**src/hw/rtl/env_sensor_compensation_unit_assert.svh**
```systemverilog
// ----------------------------------------------------------------------------
// Assertion macros for the environmental sensor compensation unit
// Concurrent checks that vanish when SYNTH is defined.
// ----------------------------------------------------------------------------
`ifndef ENV_SENSOR_COMPENSATION_UNIT_ASSERT_SVH
`define ENV_SENSOR_COMPENSATION_UNIT_ASSERT_SVH

`ifndef SYNTH
`define ESCU_ASSERT(lbl, ante, cons) \
  lbl: assert property (@(posedge clk) disable iff (!rst_n) (ante) |-> (cons)) \
    else $error("assertion failed");
`define ESCU_ASSERT_NEXT(lbl, ante, cons) \
  lbl: assert property (@(posedge clk) disable iff (!rst_n) (ante) |=> (cons)) \
    else $error("assertion failed");
`else
`define ESCU_ASSERT(lbl, ante, cons)
`define ESCU_ASSERT_NEXT(lbl, ante, cons)
`endif

`endif

```
**src/hw/rtl/escu_pkg.sv**
```systemverilog
// ----------------------------------------------------------------------------
// Compensation unit package
// Shared types, constants and the divider step.
// ----------------------------------------------------------------------------
package escu_pkg;

  localparam int unsigned QueueDepth = 4;
  localparam int unsigned DivBits    = 64;
  localparam int unsigned CfgAddrW   = 6;
  localparam int unsigned HumMax     = 419430400;

  typedef enum logic [2:0] {
    REG_CAL_TEMP    = 3'd0,
    REG_CAL_PRESS_A = 3'd1,
    REG_CAL_PRESS_B = 3'd2,
    REG_CAL_PRESS_C = 3'd3,
    REG_CAL_HUM     = 3'd4
  } escu_reg_t;

  typedef struct packed {
    logic [47:0] temp;
    logic [47:0] press_a;
    logic [47:0] press_b;
    logic [47:0] press_c;
    logic [63:0] hum;
  } escu_cal_t;

  typedef struct packed {
    logic [31:0] temp;
    logic [16:0] hum;
    logic [63:0] dividend;
    logic [63:0] divisor;
    logic        invalid;
  } escu_item_t;

  typedef struct packed {
    logic [63:0] num;
    logic [63:0] rem;
    logic [63:0] den;
    logic        neg;
    logic [31:0] temp;
    logic [16:0] hum;
    logic        invalid;
  } escu_div_t;

  function automatic escu_div_t escu_div_step(escu_div_t s);
    escu_div_t   o;
    logic [64:0] tmp;
    logic [64:0] dif;
    logic        ge;
    o   = s;
    tmp = {s.rem, s.num[63]};
    dif = tmp - {1'b0, s.den};
    ge  = (tmp >= {1'b0, s.den});
    o.rem = ge ? dif[63:0] : tmp[63:0];
    o.num = {s.num[62:0], ge};
    return o;
  endfunction

endpackage

```
**src/hw/rtl/escu_queue.sv**
```systemverilog
// ----------------------------------------------------------------------------
// Front-to-back queue
// Small register FIFO between the front end and the divider back end.
// ----------------------------------------------------------------------------
`include "env_sensor_compensation_unit_assert.svh"
module escu_queue #(
  parameter int unsigned Depth = escu_pkg::QueueDepth
) (
  input  logic                 clk,
  input  logic                 rst_n,
  input  logic                 push_i,
  input  escu_pkg::escu_item_t push_item_i,
  input  logic                 pop_i,
  output escu_pkg::escu_item_t head_o,
  output logic                 full_o,
  output logic                 empty_o
);
  import escu_pkg::*;

  localparam int unsigned PtrW = (Depth > 1) ? $clog2(Depth) : 1;
  localparam int unsigned CntW = $clog2(Depth + 1);

  escu_item_t      mem_r [Depth];
  logic [PtrW-1:0] wr_ptr_r, rd_ptr_r;
  logic [CntW-1:0] count_r;

  assign full_o  = (count_r == CntW'(Depth));
  assign empty_o = (count_r == '0);
  assign head_o  = mem_r[rd_ptr_r];

  always_ff @(posedge clk) begin
    if (!rst_n) begin
      wr_ptr_r <= '0;
      rd_ptr_r <= '0;
      count_r  <= '0;
    end else begin
      if (push_i) begin
        wr_ptr_r <= (wr_ptr_r == PtrW'(Depth - 1)) ? '0 : wr_ptr_r + 1'b1;
      end
      if (pop_i) begin
        rd_ptr_r <= (rd_ptr_r == PtrW'(Depth - 1)) ? '0 : rd_ptr_r + 1'b1;
      end
      if (push_i && !pop_i) begin
        count_r <= count_r + 1'b1;
      end else if (pop_i && !push_i) begin
        count_r <= count_r - 1'b1;
      end
    end
  end

  always_ff @(posedge clk) begin
    if (push_i) begin
      mem_r[wr_ptr_r] <= push_item_i;
    end
  end

  `ESCU_ASSERT(a_no_overflow, 1'b1, count_r <= CntW'(Depth))
  `ESCU_ASSERT_NEXT(a_count_grows, push_i && !pop_i, count_r == $past(count_r) + 1'b1)
  `ESCU_ASSERT(a_pop_nonempty, pop_i, count_r != '0)

endmodule

```
**config.mk**
```make
export PLATFORM = sky130hd
export DESIGN_NAME = escu_queue
export DESIGN_NICKNAME = d
export VERILOG_FILES = /design/src/hw/rtl/escu_pkg.sv /design/src/hw/rtl/escu_queue.sv
export VERILOG_INCLUDE_DIRS = /design/src /design/src/hw/rtl
export SDC_FILE = /design/constraint.sdc
export NUM_CORES = 1
export LEC_CHECK = 0
export BUFFER_PORTS_ARGS = -buffer_cell sky130_fd_sc_hd__buf_2
export CORE_UTILIZATION = 46
export DETAILED_ROUTE_END_ITERATION = 10
export PLACE_DENSITY = 0.64
export SYNTH_ARGS = -nofsm -noshare
export SYNTH_HDL_FRONTEND = slang
export SYNTH_SLANG_ARGS = --single-unit
```
**constraint.sdc**
```tcl
create_clock -name clk -period 10.4 [get_ports clk]
set_input_delay 2.08 -clock clk [delete_from_list [all_inputs] [get_ports clk]]
set_output_delay 2.08 -clock clk [all_outputs]
set_load 0.05 [all_outputs]
```
# ---- After elaboration in Yosys (flattened, before gate mapping)
# Memories as Yosys holds them, arrays and structs flattened. A register that Yosys moved wholly into a read port is not among the register bits.
# Index checks and enable logic that the tools add are counted.
dict set report word_totals {
  ramBits 712
  register_bits 7
  output_inout_bits 180
  n_memories 1
  word_cells 25
  in_bits 182
}
dict set report op_classes {
  n_mux 8
  n_eq_ne 3
  reduce_logical 6
  n_addsub 4
}
# memory words width rd rd_ports_with_merged_regs wr line
set memory_table {}
lappend memory_table {mem_r 4 178 1 1 1 escu_queue.sv:23} ;# escu_item_t mem_r [Depth];
# op n
set op_table {}
lappend op_table {{$mux 2} 4}
lappend op_table {{$mux 3} 2}
lappend op_table {{$add 2x1->2 const B} 2}
lappend op_table {{$eq 2x2->1 const B} 2}
lappend op_table {{$add 3x1->3 const B} 1}
lappend op_table {{$eq 3x3->1 const B} 1}
lappend op_table {{$logic_not 3->1} 1}
lappend op_table {{$sub 3x1->3 const B} 1}
lappend op_table {{$logic_and 1x1->1} 2}
lappend op_table {{$logic_not 1->1} 2}
lappend op_table {{$mux 1} 2}
lappend op_table {{$reduce_bool 2->1} 1}

# ---- Depth between registers and ports, before layout
dict set report depth {
  ltp_word 4
  depth_mapped 7
  mapped_depth_nobuf 7
}

# ---- Worst setup path before layout
# Ideal clock, no wire load.
dict set report synth_timing {
  path_kind {in2reg}
  start {input push_i}
  end {memory mem_r[0][0] (netlist bit) (enable)}
  path_buffers 0
  setup_slack_ns 3.714
  required_ns 9.841
  cell_stages 1
  arrival_time_ns 6.127
  cell_sequence {and2_1}
}
dict set report synth_between {
  elab_chain_cells 2
}
# element line
set synth_lines {}
lappend synth_lines {{from (decl)} escu_queue.sv:11} ;# input logic push_i,
lappend synth_lines {{$mux 1} escu_queue.sv:52} ;# if (push_i) begin
lappend synth_lines {{$mux 1 (implied by the code)} escu_queue.sv:53} ;# mem_r[wr_ptr_r] <= push_item_i;
lappend synth_lines {{to (decl)} escu_queue.sv:23}
# Every way passes these cells.

==> flow_summary.toml <==
[job]
drv_cap = 0

[pwr]
pwr-share-clk = 0.369
power_mw = 6.619
powerDensity_nw_per_um2 = 213.4
power_frac_seq = 0.510
p_int_mw = 4.972
pwr-share-comb = 0.121
leakagePower_nw = 10.33
ir_worst_vdd_mv = 0.1703
swShare = 0.2488
netSwitchingPower_mw = 1.646

[synth]
ys_seq_elements = 721
yosysTopAreaCellShare = 0.8181
synthesis.area_um2 = 26130
synth_top_family_by_area = "multiplexers"
synth_nets = 1163
ys.flop_type = "edfxtp_1"
syn_inst = 974
yosysWarnings = 0
yosys.area_share.simple = 0.003447
synth_edf_count = 712
yosysUniqueCellTypes = 21
synth_top_cell_by_area = "edfxtp_1"
avgSynthCellArea_um2 = 26.83
synth_mux_area_frac = 0.1549
async_reset_ff_frac = 0
yosysSeqAreaShare = 0.8250
synth_xor_area_frac = 0.0006703
ys_top_cells_by_area = "edfxtp_1, mux4_2, dfxtp_1, buf_6, buf_2"
synth_compound_area_frac = 0.0007660
synth_fa_ha_area_frac = 0.003639

[min_path]
min_path_type = "reg2reg"

[clock_network]
clockBufferDepth = 3
cts_max_level = 3
clkSlewWorstSetupHoldPaths_ns = 0.06
cts_tree = "yes"
clock_latency_ns = 0.60
cts_root_buf = "clkbuf_16"
cts_resized = 0
cts_sinks = 721
cts_hold_buf = 0
cts_setup_buffers = 0
cts_buffers = 74

[sta]
tns_ns = 0
hold_viol = 0
worst_slew_pin_slew_ns = 1.089
final_max_slew_viol_count = 0
relSlewSlack = 0.2739
fin_skew_ns = 0.01825
rsz0062_at_grt = "false"
layout_min_cycle_time_ns = 5.463
fin_crit_sh = 0.5253
timing.fmax_mhz = 183.1
setup-violations-final = 0

[critical_path]
crit_type = "reg2out"
critPathMaxFanout = 47
worstPathRequired_ns = 8.32
endpoint_kind = "output port"
cp.arrival_ns = 3.38
start_kind = "register"

[placed_design]
place_hpwl_um = 29820
place_area_um2 = 28740
numPortBuffers = 361
place_congestion = 0.7173

[floorplanning]
rows = 86
core_um2 = 55630
initial_core_util = 0.4698
die_h_um = 240.4
die_w_um = 240.4
die_area_um2 = 57770
io_pins = 362

[detailed_routing]
via_per_inst = 5.281
drt_iter0_markers = 610
wl_per_cell_um = 22.51
vias = 11600
dr.pass1.iters = 4
antenna_violating_nets_post_route = 0
wl_um = 49440
drc = 0

[global_route]
track_usage = 0.1734
antenna_found_initial = 10
grt_pass1_wl_um = 73920
grt_max_degree = 90
gr-total-overflow = 0
grt_pass1_vias = 12110

[layout]
multi_input_area_um2 = 4282
syn_to_final_growth_pct = 18.66
design_area_um2 = 31010
fill_cells = 4171
regArea_um2 = 21570
drive_above_1_share = 0.4536
nets = 1576

[outcome]
status = "complete, no violations"
[per-layer routing]
metal  share of wire  vias up  GRT usage
met1            0.41     6098     0.2282
met3           0.076       76    0.05534
met5          0.0019        -          0
met4           0.019       14    0.05597
met2            0.50      328     0.2754
li1                -     5080          -
[synth_stat cells (all sizes together), types with 2 or more instances]
master / number
buf: 34
nor2b: 5
and2: 5
dfxtp: 9
mux4: 178
edfxtp: 712
mux2i: 4
inv: 4
nor3: 2
clkbuf: 6
ha: 6
[stage by stage]
| step | worst slack (ns) | utilization | hold WS [ns] | std cells |
|---|---|---|---|---|
| after floorplan | 3.714 | - | 0.4724 | 974 |
| after global placement | 5.446 | 0.5166 | 0.4874 | 2059 |
| after global routing | 4.602 | 0.5573 | 0.5752 | 2192 |
| after CTS | 4.764 | 0.5573 | 0.5238 | 2192 |
| final | 4.937 | 0.5574 | 0.5185 | 2196 |
| after detailed placement | 5.435 | 0.5166 | 0.5118 | 2059 |
[sequential cells by signal (all words and copies together) (netlist names), named ones only]
signal	cells
rd_ptr_r	2
count_r	3
wr_ptr_r	2
mem_r	712
[power groups by stage]
stage               logic, mW  clock network, mW  registers (mW)
finish                  0.799               2.44            3.38
global route            0.842               2.61            3.39
CTS                     0.814               2.51            3.38
detailed placement      0.812                  0            3.44
global placement        0.806                  0            3.43
floorplan               0.604                  0            3.43
[worst paths after layout]
check,start,end,depth (start not counted),slack [ns]
hold / removal,count_r[2],count_r[2],2,0.52
setup / recovery,register,head_o[86],3,4.94
hold reg to reg,count_r[2],count_r[2],2,0.52
setup reg to reg,wr_ptr_r[0],mem_r[2][65],5,7.49
[cells in the final DEF, fill, tap and decap left out, drive strengths merged]
cell type and count:
clkinv 28, and2 5, nor3b 1, nor3 2
nor2b 5, dfxtp 9, or3 1, a21boi 1
buf 377, xnor2 1, diode 4, bufinv 1
o21a 1, mux4 178, inv 4, ha 6
fa 1, mux2i 4, edfxtp 712, xor2 1
o21ai 1, clkbuf 103, clkinvlp 1, nor2 1
[cell type report]
| type | count | area share |
|---|---|---|
| well taps | 748 | 0.03018 |
| flip-flops and latches | 721 | 0.6955 |
| clock buffers | 103 | 0.06625 |
| inverters | 4 | 0.0004842 |
| clock inverters | 30 | 0.006657 |
| repair buffers | 377 | 0.06254 |
| multi-input cells | 209 | 0.1381 |
| diodes | 4 | 0.0003228 |
[kinds of logic (layout without fill, tap and decap cells)]
logic type,count (synthesis),in the layout
buffers and inverters,44,514
AND/OR/NAND/NOR,15,15
multiplexers,182,182
other,0,4
flip-flops,721,721
XOR/XNOR,2,2
adder cells (fa/ha/maj),7,7
AO/OA/AOI/OAI,3,3
[worst max-delay path: stages, from the launching register on]
cell     delay (ns)
dfxtp_4        0.99
buf_4          0.83
mux4_2         0.61
buf_2          0.23
Note: power is estimated with default switching activity, not from simulation.
