File: src/hw/rtl/env_sensor_compensation_unit_assert.svh
// ----------------------------------------------------------------------------
// Assertion macros for the environmental sensor compensation unit
// Concurrent checks that vanish when SYNTH is defined.
// ----------------------------------------------------------------------------
`ifndef ENV_SENSOR_COMPENSATION_UNIT_ASSERT_SVH
`define ENV_SENSOR_COMPENSATION_UNIT_ASSERT_SVH

`ifndef SYNTH
`define ESCU_ASSERT(lbl, ante, cons) \
  lbl: assert property (@(posedge clk) disable iff (!rst_n) (ante) |-> (cons)) \
    else $error("assertion failed");
`define ESCU_ASSERT_NEXT(lbl, ante, cons) \
  lbl: assert property (@(posedge clk) disable iff (!rst_n) (ante) |=> (cons)) \
    else $error("assertion failed");
`else
`define ESCU_ASSERT(lbl, ante, cons)
`define ESCU_ASSERT_NEXT(lbl, ante, cons)
`endif

`endif

File: src/hw/rtl/escu_pkg.sv
// ----------------------------------------------------------------------------
// Compensation unit package
// Shared types, constants and the divider step.
// ----------------------------------------------------------------------------
package escu_pkg;

  localparam int unsigned QueueDepth = 4;
  localparam int unsigned DivBits    = 64;
  localparam int unsigned CfgAddrW   = 6;
  localparam int unsigned HumMax     = 419430400;

  typedef enum logic [2:0] {
    REG_CAL_TEMP    = 3'd0,
    REG_CAL_PRESS_A = 3'd1,
    REG_CAL_PRESS_B = 3'd2,
    REG_CAL_PRESS_C = 3'd3,
    REG_CAL_HUM     = 3'd4
  } escu_reg_t;

  typedef struct packed {
    logic [47:0] temp;
    logic [47:0] press_a;
    logic [47:0] press_b;
    logic [47:0] press_c;
    logic [63:0] hum;
  } escu_cal_t;

  typedef struct packed {
    logic [31:0] temp;
    logic [16:0] hum;
    logic [63:0] dividend;
    logic [63:0] divisor;
    logic        invalid;
  } escu_item_t;

  typedef struct packed {
    logic [63:0] num;
    logic [63:0] rem;
    logic [63:0] den;
    logic        neg;
    logic [31:0] temp;
    logic [16:0] hum;
    logic        invalid;
  } escu_div_t;

  function automatic escu_div_t escu_div_step(escu_div_t s);
    escu_div_t   o;
    logic [64:0] tmp;
    logic [64:0] dif;
    logic        ge;
    o   = s;
    tmp = {s.rem, s.num[63]};
    dif = tmp - {1'b0, s.den};
    ge  = (tmp >= {1'b0, s.den});
    o.rem = ge ? dif[63:0] : tmp[63:0];
    o.num = {s.num[62:0], ge};
    return o;
  endfunction

endpackage

File: src/hw/rtl/escu_regs.sv
// ----------------------------------------------------------------------------
// Calibration register file
// APB-style access to the five calibration registers.
// ----------------------------------------------------------------------------
module escu_regs (
  input  logic                          clk,
  input  logic                          rst_n,
  input  logic                          psel,
  input  logic                          penable,
  input  logic                          pwrite,
  input  logic [escu_pkg::CfgAddrW-1:0] paddr,
  input  logic [63:0]                   pwdata,
  output logic [63:0]                   prdata,
  output logic                          pready,
  output escu_pkg::escu_cal_t           cal
);
  import escu_pkg::*;

  escu_cal_t cal_r;
  escu_reg_t idx;

  assign idx    = escu_reg_t'(paddr[CfgAddrW-1:3]);
  assign pready = 1'b1;
  assign cal    = cal_r;

  always_ff @(posedge clk) begin
    if (!rst_n) begin
      cal_r <= '0;
    end else if (psel && penable && pwrite) begin
      unique case (idx)
        REG_CAL_TEMP:    cal_r.temp    <= pwdata[47:0];
        REG_CAL_PRESS_A: cal_r.press_a <= pwdata[47:0];
        REG_CAL_PRESS_B: cal_r.press_b <= pwdata[47:0];
        REG_CAL_PRESS_C: cal_r.press_c <= pwdata[47:0];
        REG_CAL_HUM:     cal_r.hum     <= pwdata;
        default: ;
      endcase
    end
  end

  always_comb begin
    unique case (idx)
      REG_CAL_TEMP:    prdata = {16'd0, cal_r.temp};
      REG_CAL_PRESS_A: prdata = {16'd0, cal_r.press_a};
      REG_CAL_PRESS_B: prdata = {16'd0, cal_r.press_b};
      REG_CAL_PRESS_C: prdata = {16'd0, cal_r.press_c};
      REG_CAL_HUM:     prdata = cal_r.hum;
      default:         prdata = '0;
    endcase
  end

endmodule

File: config.mk
export PLATFORM = sky130hd
export DESIGN_NAME = escu_regs
export DESIGN_NICKNAME = d
export VERILOG_FILES = /design/src/hw/rtl/env_sensor_compensation_unit_assert.svh /design/src/hw/rtl/escu_pkg.sv /design/src/hw/rtl/escu_regs.sv
export SDC_FILE = /design/constraint.sdc
export NUM_CORES = 1
export LEC_CHECK = 0
export ABC_CLOCK_PERIOD_IN_PS = 1100
export BUFFER_PORTS_ARGS = -buffer_cell sky130_fd_sc_hd__buf_2
export CAP_MARGIN = 20
export CORE_ASPECT_RATIO = 0.7
export CORE_MARGIN = 2
export CORE_UTILIZATION = 45
export DETAILED_ROUTE_END_ITERATION = 16
export PLACE_DENSITY = 0.76
export SLEW_MARGIN = 20
export SYNTH_ARGS = -nofsm -noshare
export SYNTH_HDL_FRONTEND = slang
export SYNTH_SLANG_ARGS = --single-unit
File: constraint.sdc
create_clock -name clk -period 1.1 [get_ports clk]
set_input_delay 0.11 -clock clk [delete_from_list [all_inputs] [get_ports clk]]
set_output_delay 0.11 -clock clk [all_outputs]
set_load 0.02 [all_outputs]
## After elaboration in Yosys (flattened, before gate mapping)

Cells that the tools add are included.

| storage, ports and cells | value |
|---|---|
| bits in registers | 256 |
| output and inout bits | 321 |
| logic and storage cells | 18 |

| cells by class | value |
|---|---|
| equal/unequal tests | 4 |
| multiplexer cells | 1 |
| reductions and logical operators | 8 |

Operators by type and width:

| cell | number |
|---|---|
| one-hot mux 64 bit (5 select lines) | 1 |
| AND reduction 2 bit | 5 |
| == test 3 x 2 -> 1 bit, second input constant | 2 |
| == test 3 x 1 -> 1 bit, second input constant | 1 |
| == test 3 bit, second input constant | 1 |
| logical NOT 3 bit | 1 |
| logical AND 1 bit | 2 |

## Logic depth before layout (Yosys ltp)

Gate-level depths: netlist of the first run.

| logic depth | value |
|---|---|
| word-level depth | 3 |
| mapped depth | 6 |
| depth with buffers taken out | 3 |

## Least setup slack after synthesis of the first run

No wires, ideal clock.

| timing | value |
|---|---|
| path type | input-to-output |
| start point | input paddr[4] in the netlist's numbering |
| end point | output prdata[0] |
| data arrival time | 1268 ps |
| slack | -278 ps |
| stages on the path | 5 |
| path through | buf_4 > clkbuf_1 > clkbuf_1 > a22oi_1 > o22ai_1 |

| between the ends | value |
|---|---|
| cells in the longest elaborated chain, start to end | 2 |

Ends and longest elaborated chain:

| element | RTL line | RTL |
|---|---|---|
| start, declared | escu_regs.sv:11 | `input logic [escu_pkg::CfgAddrW-1:0] paddr,` |
| == test 3 bit, or another cell as far along | escu_regs.sv:42 | `unique case (idx)` |
| one-hot mux 64 bit (5 select lines) * | escu_regs.sv:42 |  |
| end, declared | escu_regs.sv:13 | `output logic [63:0] prdata,` |

Every way passes the cells marked *; elsewhere a longest branch is shown, timed or not.

## Final worst setup path of the first run

| timing | value |
|---|---|
| start point | register cal_r (netlist bit cal[89]) |
| end point | output prdata[25] |

| between the ends | value |
|---|---|
| cells in the longest elaborated chain, start to end | 1 |

Ends and longest elaborated chain:

| element | RTL line | RTL |
|---|---|---|
| start, declared | escu_regs.sv:19 | `escu_cal_t cal_r;` |
| one-hot mux 64 bit (5 select lines) | escu_regs.sv:42 |  |

No other way between the ends.

==> load_flow_metrics.sql, run 1 <==
INSERT INTO impl_metrics (metric_group, metric, value, unit) VALUES
('run_status', 'outcome', 'finished, violations left', ''),
('run_status', 'failed_checks', 'negative hold slack, negative setup slack', ''),
('sta', 'max_freq', '504', 'MHz'),
('worst_setup_path', 'endpoint_kind', 'output pin', ''),
('sta', 'hold_viol_final', '1', ''),
('global_routing', 'antenna_found_initial', '4', ''),
('clocking', 'clock-sinks', '256', ''),
('worst_setup_path', 'startpoint', 'cal[89]', ''),
('global_routing', 'grt_pass1_wl', '77000', 'um'),
('synthesis', 'mappedNetlistArea', '11200', 'um2'),
('worst_setup_path', 'startpoint_type', 'register', ''),
('synthesis', 'ys_seq_elements', '256', ''),
('synthesis', 'syn-num-nets', '1234', ''),
('global_routing', 'grt_remaining_overflow', '0', ''),
('power', 'static-leakage-power', '8.48', 'nW'),
('layout', 'syn_to_final_growth', '87.9', '%'),
('clocking', 'worst_setup_hold_path_clk_slew', '0.07', 'ns'),
('sta', 'layout_worst_path_cycle_share', '180', '%'),
('sta', 'final.setup.worst_slack', '-0.884', 'ns'),
('power', 'power_density', '993', 'nW/um2'),
('synthesis', 'post-synth-top-area-cell', 'dfxtp_1', ''),
('placed_design', 'post-dp-hpwl', '28600', 'um'),
('synthesis', 'synth-seq-area-share', '45.9', '%'),
('clocking', 'cts-root-buf', 'clkbuf_16', ''),
('detailed_routing', 'route.detailed.vias_per_inst', '6.12', ''),
('synthesis', 'dominantRegCellSynth', 'dfxtp_1', ''),
('die', 'start_util', '45.6', '%'),
('sta', 'whs', '-0.0287', 'ns'),
('synthesis', 'postSynthAreaPerCell', '9.64', 'um2'),
('power', 'ir_drop', '1240', 'uV'),
('detailed_routing', 'drt_iter0_drc', '974', ''),
('worst_setup_path', 'worst-path-max-fanout', '2', ''),
('placed_design', 'io_buffer_count', '391', ''),
('detailed_routing', 'detail_route.first_pass.iterations', '6', ''),
('die', 'placementRows', '48', ''),
('clocking', 'cts-root-to-sink-buffers', '3', ''),
('synthesis', 'synthTopCellsByArea', 'dfxtp_1 46%, mux2i_1 23%, nand2_1 11%, a22oi_1 6.3%, mux2_2 4.8%', ''),
('detailed_routing', 'ant_nets_after_route', '0', ''),
('global_routing', 'grt_pass1_vias', '13127', ''),
('clocking', 'clk_latency', '0.52', 'ns'),
('flow_run', 'maxCapViolCount', '0', ''),
('layout', 'post_layout_net_count', '1897', ''),
('die', 'dieWidth', '192', 'um'),
('worst_setup_path', 'criticalPathCategory', 'register to output pin', ''),
('worst_setup_path', 'rr_startpoint', 'cal[89]', ''),
('synthesis', 'yosysWarningCount', '0', ''),
('clocking', 'tritoncts.num_buffers', '25', ''),
('sta', 'grt_setup_unrepaired', 'true', ''),
('clocking', 'ctsHtreeMaxLevel', '1', ''),
('sta', 'final_critical_delay_including_setup_and_external_delays', '1.98', 'ns'),
('layout', 'flip_flop_count_of_the_largest_register_all_copies_and_words_added', '256', ''),
('clocking', 'tritoncts', 'built', ''),
('placed_design', 'finalWeightedCongestion', '0.884', ''),
('sta', 'worst_pin_slew', '0.686', 'ns'),
('synthesis', 'ys_async_sr_fraction', '0', '%'),
('die', 'die_height', '136', 'um'),
('worst_setup_path', 'worstPathArrival', '1.87', 'ns'),
('detailed_routing', 'route.detailed.wl_per_inst', '27.6', 'um'),
('detailed_routing', 'dr_total_vias', '13261', ''),
('global_routing', 'maximum_number_of_pins_on_one_net_before_global_route_repair', '40', ''),
('layout', 'final_core_utilization', '85.7', '%'),
('hold_path', 'min_path_type', 'input port to register', ''),
('die', 'pin_count', '396', ''),
('detailed_routing', 'finalWirelength', '59700', 'um'),
('die', 'core_region_area', '24500', 'um2'),
('placed_design', 'dp_worst_setup_slack', '-0.440', 'ns'),
('synthesis', 'edff_count_synth', '0', ''),
('worst_setup_path', 'rr_worst_depth', '4', ''),
('synthesis', 'yosysUniqueCellTypes', '23', ''),
('worst_setup_path', 'worst_r2r_endpoint', 'cal[89]', ''),
('die', 'floorplan.die_area', '26100', 'um2'),
('sta', 'slew_headroom', '54.3', '%'),
('worst_setup_path', 'reg2reg_setup_slack', '0.12', 'ns'),
('worst_setup_path', 'crit_required', '0.99', 'ns'),
('synthesis', 'synth_cells', '1159', ''),
('detailed_routing', 'route.detailed.drc', '0', ''),
('sta', 'clock_skew', '0', 'ns'),
('worst_setup_path', 'crit_end', 'prdata[25]', ''),
('global_routing', 'grt_use_total', '38.2', '%'),
('synthesis', 'yosysTopAreaCellShare', '45.9', '%'),
('sta', 'timing.final.setup_violations', '340', ''),
('sta', 'report.final.slew_viol_count', '0', ''),
('layout', 'drive_gt1_share', '62.1', '%');
[timing repair]
item	in CTS	in global routing
hold buffers	66	0
setup buffers	26	103
gates cloned	4	8
hold endpoints to repair	241	0
endpoints found under the setup margin	320	343
pin swaps	40	21
gates resized for setup	999	174
[placed cells by master (no fill, tap or decap), types with 32 or more instances in the layout]
cell type	instances
a22oi_1	46
a22oi_2	48
buf_12	41
buf_2	67
buf_4	148
buf_6	403
clkbuf_16	32
dfxtp_2	207
dfxtp_4	49
dlygate4sd3_1	64
mux2i_1	252
nand2_1	321
o22ai_2	47
[critical path: stages (launching register included)]
cell	delay [ns]
dfxtp_2	0.35
mux2_4	0.30
a22oi_2	0.38
o22ai_4	0.15
buf_6	0.16
[cells by family after synthesis]
kind of cell	after synthesis	synth area share, %
buffers and inverters	105	4.59
flip-flops	256	45.9
AO/OA/AOI/OAI	144	9.10
other	1	0.0336
multiplexers	304	27.8
AND/OR/NAND/NOR	349	12.6
[power breakdown]
group          total, mW  internal [mW]  switching (mW)
sequential          9.31           9.23          0.0785
combinational       2.36           1.03            1.33
clock               9.17           5.19            3.98
[area by class of cell]
cell class / instances / area (um2)
sequential: 256 / 5570
clock buffer: 39 / 758
multi-input combinational: 798 / 6360
antenna: 4 / 10.0
tap: 325 / 407
clock inverter: 5 / 77.6
fill: 1065 / 3510
timing repair buffer: 740 / 7810
inverter: 1 / 3.75
[routing by layer]
metal	wire length (um)	vias to the layer above	global-route usage, %
met5	0	-	0
met4	4410	0	20.5
met3	7000	366	10.6
met2	27700	1129	64.2
met1	20600	6365	44.5
li1	-	5401	-
[cells in the mapped netlist (2+ instances only)]
master	count
buf_2	23
mux2_2	48
nand2_1	321
mux2i_1	256
clkbuf_1	55
dfxtp_1	256
nor3_2	2
buf_1	6
buf_6	4
nor2b_1	2
buf_4	16
and3_1	19
o22ai_1	48
a22oi_1	94
[worst min path at each step]
stage,startpoint,endpoint,slack (ns),depth (start not counted)
finish,rst_n,cal[48],-0.03,3
global route,rst_n,cal[48],-0.006,3
CTS,pwdata[27],cal[27],0.01,3
detailed placement,pwdata[58],cal[58],0.37,3
global placement,pwdata[61],cal[61],0.36,3
floorplan,pwdata[48],cal[48],0.25,2
[per-stage QoR]
step	power, mW	setup TNS [ns]	cell area, um2	instances
detailed placement	11.3	-99.73	15400	1968
floorplan	10.5	-1.46	11700	1159
finish	20.8	-49.51	21000	2168
CTS	20.4	-43.39	19900	2096
global route	21.2	-55.41	21000	2167
global placement	11.2	-89.65	15400	1968
Note: power is estimated with default switching activity, not from simulation.
==> run 2, diff against run 1 <==
- GPL_TIMING_DRIVEN: not set -> 0
==> run 2 against run 1 <==
Effect of this change: the flow finishes with violations (negative setup slack); final cell count shrank 4.8%; core utilization decreased by 6.4 points; sequential share of layout area grew 2.1 points; largest cell class unchanged.
==> load_flow_metrics.sql, run 2 (synthesis gave the netlist of run 1 again) <==
INSERT INTO impl_metrics (metric_group, metric, value, unit) VALUES
('run_status', 'outcome', 'finished, violations left', ''),
('run_status', 'failed_checks', 'negative setup slack', ''),
('global_routing', 'antenna_found_initial', '0', ''),
('sta', 'grt_setup_unrepaired', 'true', ''),
('detailed_routing', 'detail_route.first_pass.iterations', '7', ''),
('worst_setup_path', 'startpoint_type', 'register', ''),
('hold_path', 'min_path_type', 'input port to register', ''),
('clocking', 'tritoncts.num_buffers', '26', ''),
('sta', 'final_critical_delay_including_setup_and_external_delays', '1.77', 'ns'),
('worst_setup_path', 'worst-path-max-fanout', '2', ''),
('die', 'placementRows', '48', ''),
('power', 'static-leakage-power', '7.68', 'nW'),
('layout', 'final_core_utilization', '79.3', '%'),
('die', 'start_util', '45.6', '%'),
('global_routing', 'maximum_number_of_pins_on_one_net_before_global_route_repair', '14', ''),
('layout', 'layout_commonest_cell', 'buf_6', ''),
('global_routing', 'grt_pass1_wl', '81500', 'um'),
('detailed_routing', 'route.detailed.wl_per_inst', '29.0', 'um'),
('clocking', 'clock-sinks', '256', ''),
('clocking', 'cts-root-buf', 'clkbuf_16', ''),
('placed_design', 'place_area', '14000', 'um2'),
('layout', 'fillCellCount', '1374', ''),
('clocking', 'clk_latency', '0.54', 'ns'),
('detailed_routing', 'dr_total_vias', '12877', ''),
('hold_path', 'hold_path_startpoint', 'pwdata[1]', ''),
('sta', 'timing.final.setup_violations', '342', ''),
('placed_design', 'finalWeightedCongestion', '0.896', ''),
('sta', 'whs', '0.0349', 'ns'),
('die', 'pin_count', '396', ''),
('power', 'ir_drop', '1090', 'uV'),
('sta', 'final.setup.tns', '-44.41', 'ns'),
('die', 'core_region_area', '24500', 'um2'),
('layout', 'flip_flop_count_of_the_largest_register_all_copies_and_words_added', '256', ''),
('flow_run', 'maxCapViolCount', '0', ''),
('detailed_routing', 'route.detailed.drc', '0', ''),
('die', 'die_height', '136', 'um'),
('sta', 'worst_pin_slew', '0.809', 'ns'),
('sta', 'final.setup.worst_slack', '-0.667', 'ns'),
('layout', 'instances_no_fill', '2065', ''),
('worst_setup_path', 'timing.critical_path.slowest_cell_delay', '0.33', 'ns'),
('placed_design', 'dpl.cell_count', '1875', ''),
('clocking', 'cts-root-to-sink-buffers', '3', ''),
('layout', 'syn_to_final_growth', '73.8', '%'),
('layout', 'drive_gt1_share', '58.7', '%'),
('worst_setup_path', 'worstPathArrival', '1.66', 'ns'),
('worst_setup_path', 'worst-path-buf-inv', '1', ''),
('placed_design', 'dp_worst_setup_slack', '-1.19', 'ns'),
('detailed_routing', 'drt_iter0_drc', '1216', ''),
('worst_setup_path', 'cp_slowest_cell', 'dfxtp_2', ''),
('worst_setup_path', 'rr_startpoint', 'cal[63]', ''),
('worst_setup_path', 'endpoint_kind', 'output pin', ''),
('worst_setup_path', 'reg2reg_setup_slack', '0.16', 'ns'),
('die', 'dieWidth', '192', 'um'),
('sta', 'clock_skew', '0', 'ns'),
('sta', 'report.final.slew_viol_count', '0', ''),
('sta', 'slew_headroom', '46.1', '%'),
('clocking', 'worst_setup_hold_path_clk_slew', '0.07', 'ns'),
('power', 'totalPowerFinal', '20.6', 'mW'),
('layout', 'finish.instance_area', '19400', 'um2'),
('sta', 'hold_viol_final', '0', ''),
('detailed_routing', 'finalWirelength', '59900', 'um'),
('layout', 'post_layout_net_count', '1800', ''),
('placed_design', 'io_buffer_count', '390', ''),
('worst_setup_path', 'worstPathCellList', 'mux2_2 > a22oi_2 > o22ai_2 > buf_6', ''),
('clocking', 'ctsHtreeMaxLevel', '1', ''),
('worst_setup_path', 'crit_required', '0.99', 'ns'),
('power', 'power_density', '1060', 'nW/um2'),
('worst_setup_path', 'startpoint', 'cal[140]', ''),
('worst_setup_path', 'timing.critical_path.max_delay_family', 'compound AO/OA/AOI/OAI gates', ''),
('global_routing', 'grt_use_total', '42.3', '%'),
('detailed_routing', 'ant_nets_after_route', '0', ''),
('layout', 'layout.cells.most_common_list', '362 x buf_6, 321 x nand2_1, 252 x mux2i_1, 208 x dfxtp_2, 81 x buf_2', ''),
('detailed_routing', 'route.detailed.vias_per_inst', '6.24', ''),
('worst_setup_path', 'criticalPathCategory', 'register to output pin', ''),
('global_routing', 'grt_pass1_vias', '12871', ''),
('global_routing', 'grt_remaining_overflow', '0', ''),
('clocking', 'tritoncts', 'built', ''),
('sta', 'max_freq', '566', 'MHz'),
('sta', 'layout_worst_path_cycle_share', '161', '%'),
('die', 'floorplan.die_area', '26100', 'um2'),
('placed_design', 'post-dp-hpwl', '34500', 'um');
==> run 2: changes by cell type in the layout (fill, tap and decap cells not counted), moves of 10 or more <==
cell and delta:
buf_4 -87, buf_6 -41, buf_12 -33, clkbuf_2 +19, clkbuf_1 +18, buf_2 +14
clkbuf_4 +10
==> run 2: path summary, 6_finish.rpt <==
kind / end / depth (start not counted)
hold reg to reg: cal[148] / 2
hold / removal: cal[65] / 3
setup / recovery: prdata[28] / 4
setup reg to reg: cal[63] / 5
==> run 2: final cells by class <==
| cell class | instances | area, um2 | share of cell area (%) |
|---|---|---|---|
| antenna | 1 | 2.50 | 0.0129 |
| buffer | 104 | 876 | 4.51 |
| clock buffer | 37 | 743 | 3.83 |
| clock inverter | 5 | 77.6 | 0.399 |
| inverter | 1 | 3.75 | 0.0193 |
| multi-input combinational | 798 | 6280 | 32.3 |
| sequential | 256 | 5570 | 28.7 |
| tap | 325 | 407 | 2.09 |
| timing repair buffer | 538 | 5460 | 28.1 |
==> run 2: layer usage <==
| layer | track usage (%) | routed length, um |
|---|---|---|
| met3 | 11.9 | 7390 |
| met1 | 51.9 | 21800 |
| met5 | 0 | 0 |
| met4 | 21.1 | 3520 |
| met2 | 68.2 | 27100 |
==> run 2: repair_timing <==
action | in CTS | in global routing
gates resized for setup | 973 | 184
setup endpoints to repair | 467 | 506
hold buffers | 62 | 0
endpoints found under the hold margin | 241 | 0
buffers inserted | 41 | 45
pin swaps | 41 | 22
gates cloned | 1 | 7
==> run 2: power by group <==
group	internal (mW)	switching, mW	total (mW)
registers	9.23	0.0802	9.31
clock network	5.12	3.95	9.08
logic	0.804	1.44	2.25
==> run 2: worst reg2reg max path, stage by stage, from the launching register on <==
cell     delay (ns)
dfxtp_2        0.33
buf_6          0.12
buf_4          0.12
buf_4          0.12
nand2_1        0.05
mux2i_1        0.08
==> run 3, diff against run 2 <==
- CORE_UTILIZATION: 45 -> 47
- CTS_BUF_LIST: not set -> sky130_fd_sc_hd__clkbuf_2
- MAX_ROUTING_LAYER: not set -> met4
- PLACE_DENSITY: 0.76 -> 0.79
==> run 3 against run 2 <==
Effect of this change: the flow finishes with violations (negative hold slack, negative setup slack); final cell count grew 5.1%; non-clock buffer count grew 49; cell area shrank 2.7%; critical path depth is the same; largest cell class is now multi-input gates; largest power group unchanged; flip-flop and latch count is the same; register-to-register slack is essentially flat; highest routed layer unchanged; routed wire length grew 1.1%; clock skew is the same; clock-buffer cell count grew 43.
==> load_flow_metrics.sql, run 3 (synthesis gave the netlist of run 1 again) <==
INSERT INTO impl_metrics (metric_group, metric, value, unit) VALUES
('worst_setup_path', 'endpoint_kind', 'output pin', ''),
('run_status', 'outcome', 'finished, violations left', ''),
('global_routing', 'grt_use_total', '43.5', '%'),
('die', 'pin_count', '396', ''),
('detailed_routing', 'route.detailed.wl_per_inst', '27.9', 'um'),
('worst_setup_path', 'criticalPathCategory', 'register to output pin', ''),
('placed_design', 'io_buffer_count', '390', ''),
('layout', 'fillCellCount', '1271', ''),
('detailed_routing', 'finalWirelength', '60600', 'um'),
('worst_setup_path', 'worst_r2r_endpoint', 'cal[51]', ''),
('worst_setup_path', 'startpoint_type', 'register', ''),
('die', 'die_height', '133', 'um'),
('power', 'static-leakage-power', '7.74', 'nW'),
('layout', 'area.sequential', '5520', 'um2'),
('layout', 'multi_input_comb_area', '6240', 'um2'),
('detailed_routing', 'ant_nets_after_route', '0', ''),
('global_routing', 'maximum_number_of_pins_on_one_net_before_global_route_repair', '15', ''),
('layout', 'layout.cells.most_common_list', '327 x buf_6, 321 x nand2_1, 256 x mux2i_1, 225 x dfxtp_2, 146 x buf_4', ''),
('clocking', 'worst_setup_hold_path_clk_slew', '0.14', 'ns'),
('layout', 'finish.instance_area', '18900', 'um2'),
('clocking', 'cts-root-to-sink-buffers', '3', ''),
('worst_setup_path', 'rr_worst_depth', '5', ''),
('layout', 'layout_commonest_cell', 'buf_6', ''),
('sta', 'clock_skew', '0', 'ns'),
('sta', 'slew_headroom', '13.5', '%'),
('layout', 'flip_flop_count_of_the_largest_register_all_copies_and_words_added', '256', ''),
('sta', 'final.setup.tns', '-161.84', 'ns'),
('sta', 'grt_setup_unrepaired', 'true', ''),
('sta', 'layout_worst_path_cycle_share', '194', '%'),
('worst_setup_path', 'crit_required', '0.99', 'ns'),
('sta', 'final.setup.worst_slack', '-1.03', 'ns'),
('detailed_routing', 'drt_iter0_drc', '1580', ''),
('die', 'floorplan.die_area', '25000', 'um2'),
('power', 'totalPowerFinal', '17.8', 'mW'),
('sta', 'timing.final.setup_violations', '343', ''),
('placed_design', 'place_area', '14000', 'um2'),
('layout', 'syn_to_final_growth', '69.1', '%'),
('worst_setup_path', 'reg2reg_setup_slack', '0.15', 'ns'),
('die', 'start_util', '47.6', '%'),
('detailed_routing', 'dr_total_vias', '13624', ''),
('die', 'placementRows', '47', ''),
('hold_path', 'timing.hold.worst_path_depth', '5', ''),
('detailed_routing', 'detail_route.first_pass.iterations', '6', ''),
('clocking', 'ctsHtreeMaxLevel', '2', ''),
('power', 'power_density', '941', 'nW/um2'),
('placed_design', 'finalWeightedCongestion', '0.912', ''),
('sta', 'max_freq', '469', 'MHz'),
('clocking', 'post_cts_hold_buffer_count', '73', ''),
('global_routing', 'grt_pass1_vias', '12948', ''),
('die', 'core_region_area', '23500', 'um2'),
('hold_path', 'hold_path_startpoint', 'penable', ''),
('hold_path', 'hold_end', 'cal[112]', ''),
('global_routing', 'grt_remaining_overflow', '0', ''),
('detailed_routing', 'route.detailed.drc', '0', ''),
('sta', 'whs', '-0.159', 'ns'),
('clocking', 'cts-root-buf', 'clkbuf_2', ''),
('clocking', 'tritoncts.num_buffers', '59', ''),
('run_status', 'failed_checks', 'negative hold slack, negative setup slack', ''),
('clocking', 'tritoncts', 'built', ''),
('sta', 'hold_viol_final', '66', ''),
('placed_design', 'post-dp-hpwl', '33800', 'um'),
('power', 'ir_drop', '792', 'uV'),
('worst_setup_path', 'worst-path-max-fanout', '3', ''),
('layout', 'post_layout_net_count', '1882', ''),
('worst_setup_path', 'worstPathArrival', '2.02', 'ns'),
('sta', 'final_critical_delay_including_setup_and_external_delays', '2.13', 'ns'),
('detailed_routing', 'route.detailed.vias_per_inst', '6.28', ''),
('clocking', 'clock-sinks', '256', ''),
('die', 'dieWidth', '188', 'um'),
('placed_design', 'dp_worst_setup_slack', '-1.18', 'ns'),
('layout', 'final_core_utilization', '80.5', '%'),
('hold_path', 'min_path_type', 'input port to register', ''),
('layout', 'drive_gt1_share', '58.5', '%'),
('global_routing', 'grt_pass1_wl', '79400', 'um'),
('global_routing', 'antenna_found_initial', '5', ''),
('sta', 'worst_pin_slew', '1.30', 'ns'),
('worst_setup_path', 'rr_startpoint', 'cal[51]', ''),
('clocking', 'clk_latency', '0.90', 'ns'),
('flow_run', 'maxCapViolCount', '0', ''),
('sta', 'report.final.slew_viol_count', '0', '');
[run 3: changes by cell type in the layout (fill, tap and decap cells not counted), moves of 7 or more]
| cell | previous run | this run |
|---|---|---|
| dfxtp_2 | 208 | 225 |
| clkinv_1 | 0 | 14 |
| clkbuf_4 | 10 | 1 |
| clkbuf_1 | 24 | 36 |
| dfxtp_4 | 48 | 31 |
| clkbuf_8 | 7 | 0 |
| clkbuf_16 | 34 | 0 |
| buf_12 | 8 | 0 |
| clkbuf_2 | 19 | 98 |
| buf_4 | 61 | 146 |
| dlygate4sd3_1 | 62 | 73 |
| buf_6 | 362 | 327 |
[run 3: worst max-delay path, stage by stage, from the launching register on]
cell and delay [ns]:
dfxtp_2 0.36, mux2_2 0.27, a22oi_2 0.19, o22ai_2 0.12, buf_6 0.18
[run 3: per-layer routing]
| layer | GRT usage [%] | part of all wire, % | vias to the layer above |
|---|---|---|---|
| met4 | 22.6 | 7.1 | 0 |
| li1 | - | - | 5387 |
| met3 | 9.42 | 12 | 399 |
| met1 | 52.9 | 36 | 6468 |
| met5 | - | 0 | - |
| met2 | 67.9 | 45 | 1370 |
[run 3: where the power goes]
part / leakage (nW) / total [mW] / switching (mW) / internal, mW
registers: 2.20 / 9.34 / 0.0748 / 9.27
clock network: 0.382 / 6.24 / 4.26 / 1.98
logic: 5.16 / 2.19 / 1.44 / 0.751
total: 7.74 / 17.8 / 5.78 / 12.0
[run 3: layout make-up]
type,count,area share (%)
repair buffers,587,29.4
diodes,5,0.0662
well taps,318,2.11
clock inverters,21,0.464
clock buffers,80,2.12
plain buffers,104,3.56
multi-input cells,798,33.0
flip-flops and latches,256,29.2
inverters,1,0.0199
[run 3: worst max-delay path by stage]
stage,end,cells after the start,startpoint
after floorplan,prdata[48],3,paddr[5]
after global placement,prdata[34],5,paddr[5]
after detailed placement,prdata[11],5,paddr[5]
after CTS,prdata[38],4,cal[150]
after global routing,prdata[39],4,cal[151]
final,prdata[39],4,cal[151]
[run 3: through the flow]
stage               hold slack, ns  instances
CTS                         -0.175       2100
global route                -0.153       2170
global placement             0.360       1867
floorplan                    0.252       1159
finish                      -0.159       2170
detailed placement           0.367       1867
[run 3: repair_timing]
item / CTS / global route
pin swaps: 31 / 13
setup endpoints to repair: 320 / 351
hold endpoints to repair: 256 / 44
setup buffers: 59 / 86
resized for setup: 825 / 195
